$ cat config.mk
export PLATFORM = sky130hd
export DESIGN_NAME = brightness_ramp_generator
export DESIGN_NICKNAME = d
export VERILOG_FILES = /design/src/rtl/core/brg_pkg.sv /design/src/rtl/core/brightness_ramp_generator.sv
export SDC_FILE = /design/constraint.sdc
export NUM_CORES = 1
export LEC_CHECK = 0
export BUFFER_PORTS_ARGS = -buffer_cell sky130_fd_sc_hd__buf_2
export CORE_MARGIN = 2
export CORE_UTILIZATION = 40
export CTS_BUF_LIST = sky130_fd_sc_hd__clkbuf_8
export CTS_CLUSTER_DIAMETER = 60
export DETAILED_ROUTE_END_ITERATION = 12
export GPL_TIMING_DRIVEN = 0
export PLACE_DENSITY = 0.65
export SYNTH_ARGS = -nofsm -noshare
export SYNTH_HDL_FRONTEND = slang
export SYNTH_SLANG_ARGS = --single-unit
export TNS_END_PERCENT = 100
$ cat constraint.sdc
create_clock -name clk -period 16.7 [get_ports clk]
set_input_delay 0 -clock clk [delete_from_list [all_inputs] [get_ports clk]]
set_output_delay 0 -clock clk [all_outputs]
set_load 0.005 [all_outputs]
$ cat src/rtl/core/brg_pkg.sv
`timescale 1ns / 1ps

package brg_pkg;

    localparam int MAX_STEPS = 64;

    localparam int LEVEL_W  = 16;
    localparam int PCT_W    = 15;
    localparam int STEPS_W  = 7;
    localparam int PROD_W   = LEVEL_W + PCT_W;
    localparam int REM_W    = PCT_W;
    localparam int CNT_W    = 5;
    localparam int MUL_W    = 22;
    localparam int SCALE_SH = 10;
    localparam int RECIP_SH = 26;

    localparam logic [PCT_W-1:0]   PCT_MIN_Q88 = 15'd1280;
    localparam logic [PCT_W-1:0]   PCT_MAX_Q88 = 15'd25600;
    localparam logic [STEPS_W-1:0] STEPS_MAX   = STEPS_W'(MAX_STEPS);

    // ceil(2^26 / 25), exact floor for dividends below 2^21
    localparam logic [MUL_W-1:0] RECIP_25 = MUL_W'(2684355);

    localparam logic [CNT_W-1:0] DIV_ITER_STEP = CNT_W'(LEVEL_W);

    typedef enum logic [1:0] {
        CFG_MAX_LEVEL   = 2'd0,
        CFG_NUM_STEPS   = 2'd1,
        CFG_STEP_PERIOD = 2'd2
    } cfg_index_t;

    typedef enum logic [2:0] {
        ST_IDLE,
        ST_MUL,
        ST_DIV_T,
        ST_CHECK,
        ST_DIV_S,
        ST_RAMP
    } state_t;

endpackage

$ cat src/rtl/core/brightness_ramp_generator.sv
`timescale 1ns / 1ps

// backlight fade ramp generator
// s_axis: one request word, percent in signed q8.8 and the level now in effect.
// m_axis: the ramp levels in order, each with its hold time; tlast marks the
// final level, which equals the target. a request whose target equals the
// present level gives no word; a zero step period gives one word at once.
// cfg: register writes by index (0 max level, 1 step count, 2 step period),
// taken with cfg_ready tied high; the user must write them only while no
// request is busy, and the block itself does not enforce this.
// datapath: one shared multiplier forms max level times percent in ST_MUL
// and scales it by 1/25600 through a reciprocal in ST_DIV_T; a restoring
// divider then forms the step size, and the ramp advances one step per
// cycle while the output register is free to take a word.
// s_axis_tready is high only between requests.
// an output register holds each word; a stall on m_axis freezes the ramp
// step, and a new request is taken while the last word still waits.
// reset clears the sequencer and output valid and loads the register
// defaults 255, 20 and 60.

module brightness_ramp_generator
(
    input  logic        clk,
    input  logic        rst_n,
    input  logic        s_axis_tvalid,
    output logic        s_axis_tready,
    input  logic [31:0] s_axis_tdata,   // request_pct, present_level
    output logic        m_axis_tvalid,
    input  logic        m_axis_tready,
    output logic [31:0] m_axis_tdata,   // level, hold_ms
    output logic        m_axis_tlast,
    input  logic        cfg_valid,
    output logic        cfg_ready,
    input  logic [1:0]  cfg_index,
    input  logic [15:0] cfg_data
);

    import brg_pkg::*;

    state_t state_reg, state_next;

    logic [LEVEL_W-1:0] max_level_reg;
    logic [STEPS_W-1:0] num_steps_reg;
    logic [LEVEL_W-1:0] step_period_reg;

    logic [PCT_W-1:0]   pct_reg, pct_next;
    logic [LEVEL_W-1:0] present_reg, present_next;
    logic [PROD_W-1:0]  quo_reg, quo_next;
    logic [REM_W-1:0]   rem_reg, rem_next;
    logic [REM_W-1:0]   div_reg, div_next;
    logic [CNT_W-1:0]   cnt_reg, cnt_next;
    logic               neg_reg, neg_next;
    logic [STEPS_W-1:0] k_reg, k_next;
    logic [LEVEL_W-1:0] acc_q_reg, acc_q_next;
    logic [STEPS_W-1:0] acc_r_reg, acc_r_next;

    logic               out_valid_reg, out_valid_next;
    logic [LEVEL_W-1:0] level_reg, level_next;
    logic [LEVEL_W-1:0] hold_reg, hold_next;
    logic               last_reg, last_next;

    logic signed [15:0]   req_s;
    logic [MUL_W-1:0]     mul_a;
    logic [MUL_W-1:0]     mul_b;
    logic [2*MUL_W-1:0]   mul_p;
    logic [STEPS_W-1:0]   n_eff;
    logic [REM_W:0]       rem_sh;
    logic                 rem_ge;
    logic [REM_W-1:0]     rem_step;
    logic [PROD_W-1:0]    quo_step;
    logic [LEVEL_W-1:0]   target;
    logic                 tgt_below;
    logic [LEVEL_W-1:0]   mag;
    logic [STEPS_W:0]     sum_r;
    logic                 carry;
    logic [LEVEL_W-1:0]   acc_q_step;
    logic [STEPS_W-1:0]   acc_r_step;
    logic [LEVEL_W-1:0]   ramp_level;
    logic                 slot_free;

    // configuration registers
    always_ff @(posedge clk or negedge rst_n)
    begin
        if (!rst_n)
        begin
            max_level_reg   <= 16'd255;
            num_steps_reg   <= 7'd20;
            step_period_reg <= 16'd60;
        end
        else if (cfg_valid && cfg_ready)
        begin
            case (cfg_index)
                CFG_MAX_LEVEL:   max_level_reg   <= cfg_data;
                CFG_NUM_STEPS:   num_steps_reg   <= cfg_data[STEPS_W-1:0];
                CFG_STEP_PERIOD: step_period_reg <= cfg_data;
                default:         ;
            endcase
        end
    end

    assign cfg_ready = 1'b1;

    always_comb
    begin
        if (num_steps_reg == '0)
            n_eff = STEPS_W'(1);
        else if (num_steps_reg > STEPS_MAX)
            n_eff = STEPS_MAX;
        else
            n_eff = num_steps_reg;
    end

    assign req_s = s_axis_tdata[15:0];

    // shared multiplier: level times percent, then floor(x / 25) by reciprocal
    always_comb
    begin
        if (state_reg == ST_DIV_T)
        begin
            mul_a = MUL_W'(quo_reg[PROD_W-1:SCALE_SH]);
            mul_b = RECIP_25;
        end
        else
        begin
            mul_a = MUL_W'(max_level_reg);
            mul_b = MUL_W'(pct_reg);
        end
    end

    assign mul_p = mul_a * mul_b;

    // restoring divider for the step size, one quotient bit per cycle
    assign rem_sh   = {rem_reg, quo_reg[PROD_W-1]};
    assign rem_ge   = rem_sh >= {1'b0, div_reg};
    assign rem_step = rem_ge ? REM_W'(rem_sh - {1'b0, div_reg}) : rem_sh[REM_W-1:0];
    assign quo_step = {quo_reg[PROD_W-2:0], rem_ge};

    assign target    = quo_reg[LEVEL_W-1:0];
    assign tgt_below = target < present_reg;
    assign mag       = tgt_below ? present_reg - target : target - present_reg;

    // ramp accumulator: quotient and remainder of |d|*k/n, stepped by |d|/n
    assign sum_r      = {1'b0, acc_r_reg} + {1'b0, rem_reg[STEPS_W-1:0]};
    assign carry      = sum_r >= {1'b0, n_eff};
    assign acc_r_step = carry ? STEPS_W'(sum_r - {1'b0, n_eff}) : sum_r[STEPS_W-1:0];
    assign acc_q_step = acc_q_reg + quo_reg[LEVEL_W-1:0] + {{(LEVEL_W-1){1'b0}}, carry};
    assign ramp_level = neg_reg ? present_reg - acc_q_step : present_reg + acc_q_step;

    assign slot_free = !out_valid_reg || m_axis_tready;

    always_ff @(posedge clk or negedge rst_n)
    begin
        if (!rst_n)
            state_reg <= ST_IDLE;
        else
            state_reg <= state_next;
    end

    always_comb
    begin
        state_next     = state_reg;
        pct_next       = pct_reg;
        present_next   = present_reg;
        quo_next       = quo_reg;
        rem_next       = rem_reg;
        div_next       = div_reg;
        cnt_next       = cnt_reg;
        neg_next       = neg_reg;
        k_next         = k_reg;
        acc_q_next     = acc_q_reg;
        acc_r_next     = acc_r_reg;
        level_next     = level_reg;
        hold_next      = hold_reg;
        last_next      = last_reg;
        out_valid_next = m_axis_tready ? 1'b0 : out_valid_reg;
        s_axis_tready  = 1'b0;

        case (state_reg)
            ST_IDLE:
            begin
                s_axis_tready = 1'b1;
                if (s_axis_tvalid)
                begin
                    if (req_s > $signed({1'b0, PCT_MAX_Q88}))
                        pct_next = PCT_MAX_Q88;
                    else if (req_s < $signed({1'b0, PCT_MIN_Q88}))
                        pct_next = PCT_MIN_Q88;
                    else
                        pct_next = req_s[PCT_W-1:0];
                    present_next = s_axis_tdata[31:16];
                    state_next   = ST_MUL;
                end
            end

            ST_MUL:
            begin
                quo_next   = mul_p[PROD_W-1:0];
                state_next = ST_DIV_T;
            end

            ST_DIV_T:
            begin
                quo_next   = PROD_W'(mul_p[RECIP_SH+LEVEL_W-1:RECIP_SH]);
                state_next = ST_CHECK;
            end

            ST_CHECK:
            begin
                if (target == present_reg)
                    state_next = ST_IDLE;
                else if (step_period_reg == '0)
                begin
                    if (slot_free)
                    begin
                        out_valid_next = 1'b1;
                        level_next     = target;
                        hold_next      = '0;
                        last_next      = 1'b1;
                        state_next     = ST_IDLE;
                    end
                end
                else
                begin
                    neg_next   = tgt_below;
                    quo_next   = {mag, {(PROD_W-LEVEL_W){1'b0}}};
                    rem_next   = '0;
                    div_next   = {{(REM_W-STEPS_W){1'b0}}, n_eff};
                    cnt_next   = DIV_ITER_STEP;
                    k_next     = STEPS_W'(1);
                    acc_q_next = '0;
                    acc_r_next = '0;
                    state_next = ST_DIV_S;
                end
            end

            ST_DIV_S:
            begin
                quo_next = quo_step;
                rem_next = rem_step;
                cnt_next = cnt_reg - CNT_W'(1);
                if (cnt_reg == CNT_W'(1))
                    state_next = ST_RAMP;
            end

            ST_RAMP:
            begin
                if (slot_free)
                begin
                    acc_q_next = acc_q_step;
                    acc_r_next = acc_r_step;
                    k_next     = k_reg + STEPS_W'(1);
                    if (acc_q_step != acc_q_reg)
                    begin
                        out_valid_next = 1'b1;
                        level_next     = ramp_level;
                        hold_next      = step_period_reg;
                        last_next      = k_reg == n_eff;
                    end
                    if (k_reg == n_eff)
                        state_next = ST_IDLE;
                end
            end

            default:
            begin
                state_next = ST_IDLE;
            end
        endcase
    end

    always_ff @(posedge clk or negedge rst_n)
    begin
        if (!rst_n)
            out_valid_reg <= 1'b0;
        else
            out_valid_reg <= out_valid_next;
    end

    always_ff @(posedge clk)
    begin
        pct_reg     <= pct_next;
        present_reg <= present_next;
        quo_reg     <= quo_next;
        rem_reg     <= rem_next;
        div_reg     <= div_next;
        cnt_reg     <= cnt_next;
        neg_reg     <= neg_next;
        k_reg       <= k_next;
        acc_q_reg   <= acc_q_next;
        acc_r_reg   <= acc_r_next;
        level_reg   <= level_next;
        hold_reg    <= hold_next;
        last_reg    <= last_next;
    end

    assign m_axis_tvalid = out_valid_reg;
    assign m_axis_tdata  = {hold_reg, level_reg};
    assign m_axis_tlast  = last_reg;

    // final ramp step always produces the flagged target word
    assert property (@(posedge clk) disable iff (!rst_n)
        state_reg == ST_RAMP && k_reg == n_eff && slot_free
        |=> m_axis_tvalid && m_axis_tlast && state_reg == ST_IDLE)
        else $error("final ramp step did not emit last word");

    assert property (@(posedge clk) disable iff (!rst_n)
        state_reg == ST_RAMP |-> acc_r_reg < n_eff)
        else $error("ramp remainder out of range");

    assert property (@(posedge clk) disable iff (!rst_n)
        state_reg == ST_RAMP |-> k_reg != '0 && k_reg <= n_eff)
        else $error("ramp step count out of range");

    assert property (@(posedge clk) disable iff (!rst_n)
        state_reg == ST_DIV_S |-> cnt_reg != '0)
        else $error("divider count underflow");

endmodule
==> out/qor.txt <==
Cell Area, Placed = 27300 µm²
Mean Syn Cell Area = 9.34 µm²
setup TNS = 0 ns
Setup crit start kind = flop
drt first pass iters = 8
Post-Route WL = 73800 µm
post-synth top area share = 0.237
r2r worst-path depth = 29
H-tree Lvls = 4
Hold Path Sink = max_level_reg[0]
status = finished, final reports clean
post-synthesis cell type count = 86
RR Endpoint = quo_reg[15]
cell mode on critical path = fa_1
post-synthesis register bit count = 196
row cnt = 92
max incr delay on CP = 0.88 ns
CP endpoint kind = flop
utilization after layout = 0.449
Reg clk slew, reported paths = 0.13 ns
critical path class = flop to flop
R2R Path Start = state_reg[0]
area grow syn2layout = 10.9%
via count = 20400
routability cong. = 0.951
global-route wire length before repair = 114000 µm
Slew Viols, Final = 0
top cells by count, synth = inv_1 (467), fa_1 (302), ha_1 (263)
drc violations = 0
max-cap violations = 0
final hold violations = 0
ys async rst share = 0.219
DR WL met3 = 6350 µm
NumNets Final = 3555
CTS tree = yes
die area = 65900 µm²
clk root buf = clkbuf_8
cell accounting for the most synthesized area = fa_1
largest net degree at the start of global routing = 44
clock sink count = 196
Post-DP HPWL = 59600 µm
met1 wire length = 31000 µm
Clk Latency, worst-skew pair = 0.58 ns
fraction of layout cells with a size suffix above 1 = 0.0723
Initial Utilization = 0.405
EDFF count, synth = 153
Die H = 257 µm
Max-Slew Margin vs Limit = 0.149
WL/cell = 19.4 µm
Hold Startpoint = cfg_valid
CP arrival = 10.41 ns
Vias per Instance = 5.37
minimum clock period = 10.12 ns
starting DRC count in detailed routing = 1555
core area = 63100 µm²
top-count cell post-synth = inv_1
Tot GR Track Use = 0.227
Worst Path Required = 16.99 ns
Die X = 257 µm
crit-path max FO = 10
clk_skew = 0.0224 ns
final worst-path cycle share = 0.606
Worst path slowest cell = a21oi_1
Worst Setup SP = state_reg[0]
Netlist Area Pre-Place = 25500 µm²
Clock Path Buffers = 2
max reg flops = 31
synth top area cells = fa_1 (24%), edfxtp_1 (18%), ha_1 (13%)
Hold Path Cell Cnt = 3
Primary FF master, synth = edfxtp_1
Detail Route met2 WL = 33800 µm
post-synthesis sequential area ratio = 0.223
Worst-Margin Slew = 1.28 ns
Reg2Reg Setup Slack = 6.58 ns
top layer in use = met4
gr ovfl total = 0
Synth Instances = 2733
Final setup viols = 0
initial antenna violation count = 1
io pins = 91
RSZ-0062 raised after global routing = false
Worst Hold Class = primary input to flop
Port Buffers = 89
fmax = 0.0989 GHz
hold slack = 0.0712 ns
CTS Buf Count = 17
Syn. warnings = 0
vias in the first global route = 20100
post-route design area = 28300 µm²
Final ANT Viol Nets = 0
worst max-delay path by stage:
| stage | end | slack (ns) |
|---|---|---|
| finish | quo_reg[15] | 6.58 |
| global route | quo_reg[15] | 6.27 |
| CTS | quo_reg[15] | 6.79 |
| detailed placement | quo_reg[15] | 6.84 |
| global placement | hold_reg[14] | 6.75 |
| floorplan | quo_reg[1] | 8.98 |
through the flow:
| step | setup slack [ns] | cells |
|---|---|---|
| 2_1_floorplan | 8.98 | 2762 |
| 3_3_place_gp | 6.75 | 3697 |
| 3_5_place_dp | 6.84 | 3703 |
| 4_1_cts | 6.79 | 3794 |
| 5_1_grt | 6.27 | 3795 |
| 6_report | 6.58 | 3796 |
area by class of cell:
| type | count | area (µm²) |
|---|---|---|
| repair buffers | 154 | 1160 |
| clock inverters | 15 | 166 |
| well taps | 846 | 1060 |
| flip-flops and latches | 196 | 5690 |
| fillers | 6207 | 34800 |
| plain buffers | 99 | 377 |
| inverters | 468 | 1760 |
| diodes | 2 | 5.00 |
| multi-input cells | 1999 | 17900 |
| clock buffers | 17 | 234 |
placed cells by master (no fill, tap or decap), types with 83 or more instances in the layout:
| cell | Yosys | routed |
|---|---|---|
| ha_1 | 263 | 263 |
| nand2_1 | 226 | 226 |
| and3_1 | 83 | 83 |
| edfxtp_1 | 153 | 153 |
| clkbuf_1 | 91 | 91 |
| buf_2 | 1 | 90 |
| inv_1 | 467 | 468 |
| a21oi_1 | 116 | 114 |
| o21ai_0 | 84 | 83 |
| nor2_1 | 234 | 233 |
| fa_1 | 302 | 302 |
layer usage:
layer | global-route usage | up-vias
met1 | 0.297 | 10000
met2 | 0.360 | 785
met5 | 0 | -
li1 | - | 9453
met3 | 0.0592 | 143
met4 | 0.0849 | 0
worst max-delay path, delay by kind of cell (launching register included):
kind | cells | cell delay, ns
mux | 1 | 0.22
simple gates | 7 | 1.73
compound gates | 7 | 2.78
flops | 1 | 0.34
buf+inv | 6 | 1.14
fa+ha+maj | 8 | 3.60
repair_timing:
action                    in CTS  in global routing
hold endpoints to repair     108                  0
hold buffers                  59                  0
resized for setup              0                  0
buffers inserted               0                  0
cell families after synthesis:
logic type,Yosys count,share of synthesized area
AOI/OAI and AO/OA,455,0.115
xor gates and xnor gates,130,0.0457
adders and majority gates,565,0.366
buffers and inverters,567,0.0836
DFF,196,0.223
muxes,54,0.0234
other,2,0.000294
and+or+nand+nor,764,0.143
Power is not shown: default switching activity piles up to over one toggle a cycle in this logic, so the estimate is an artifact.
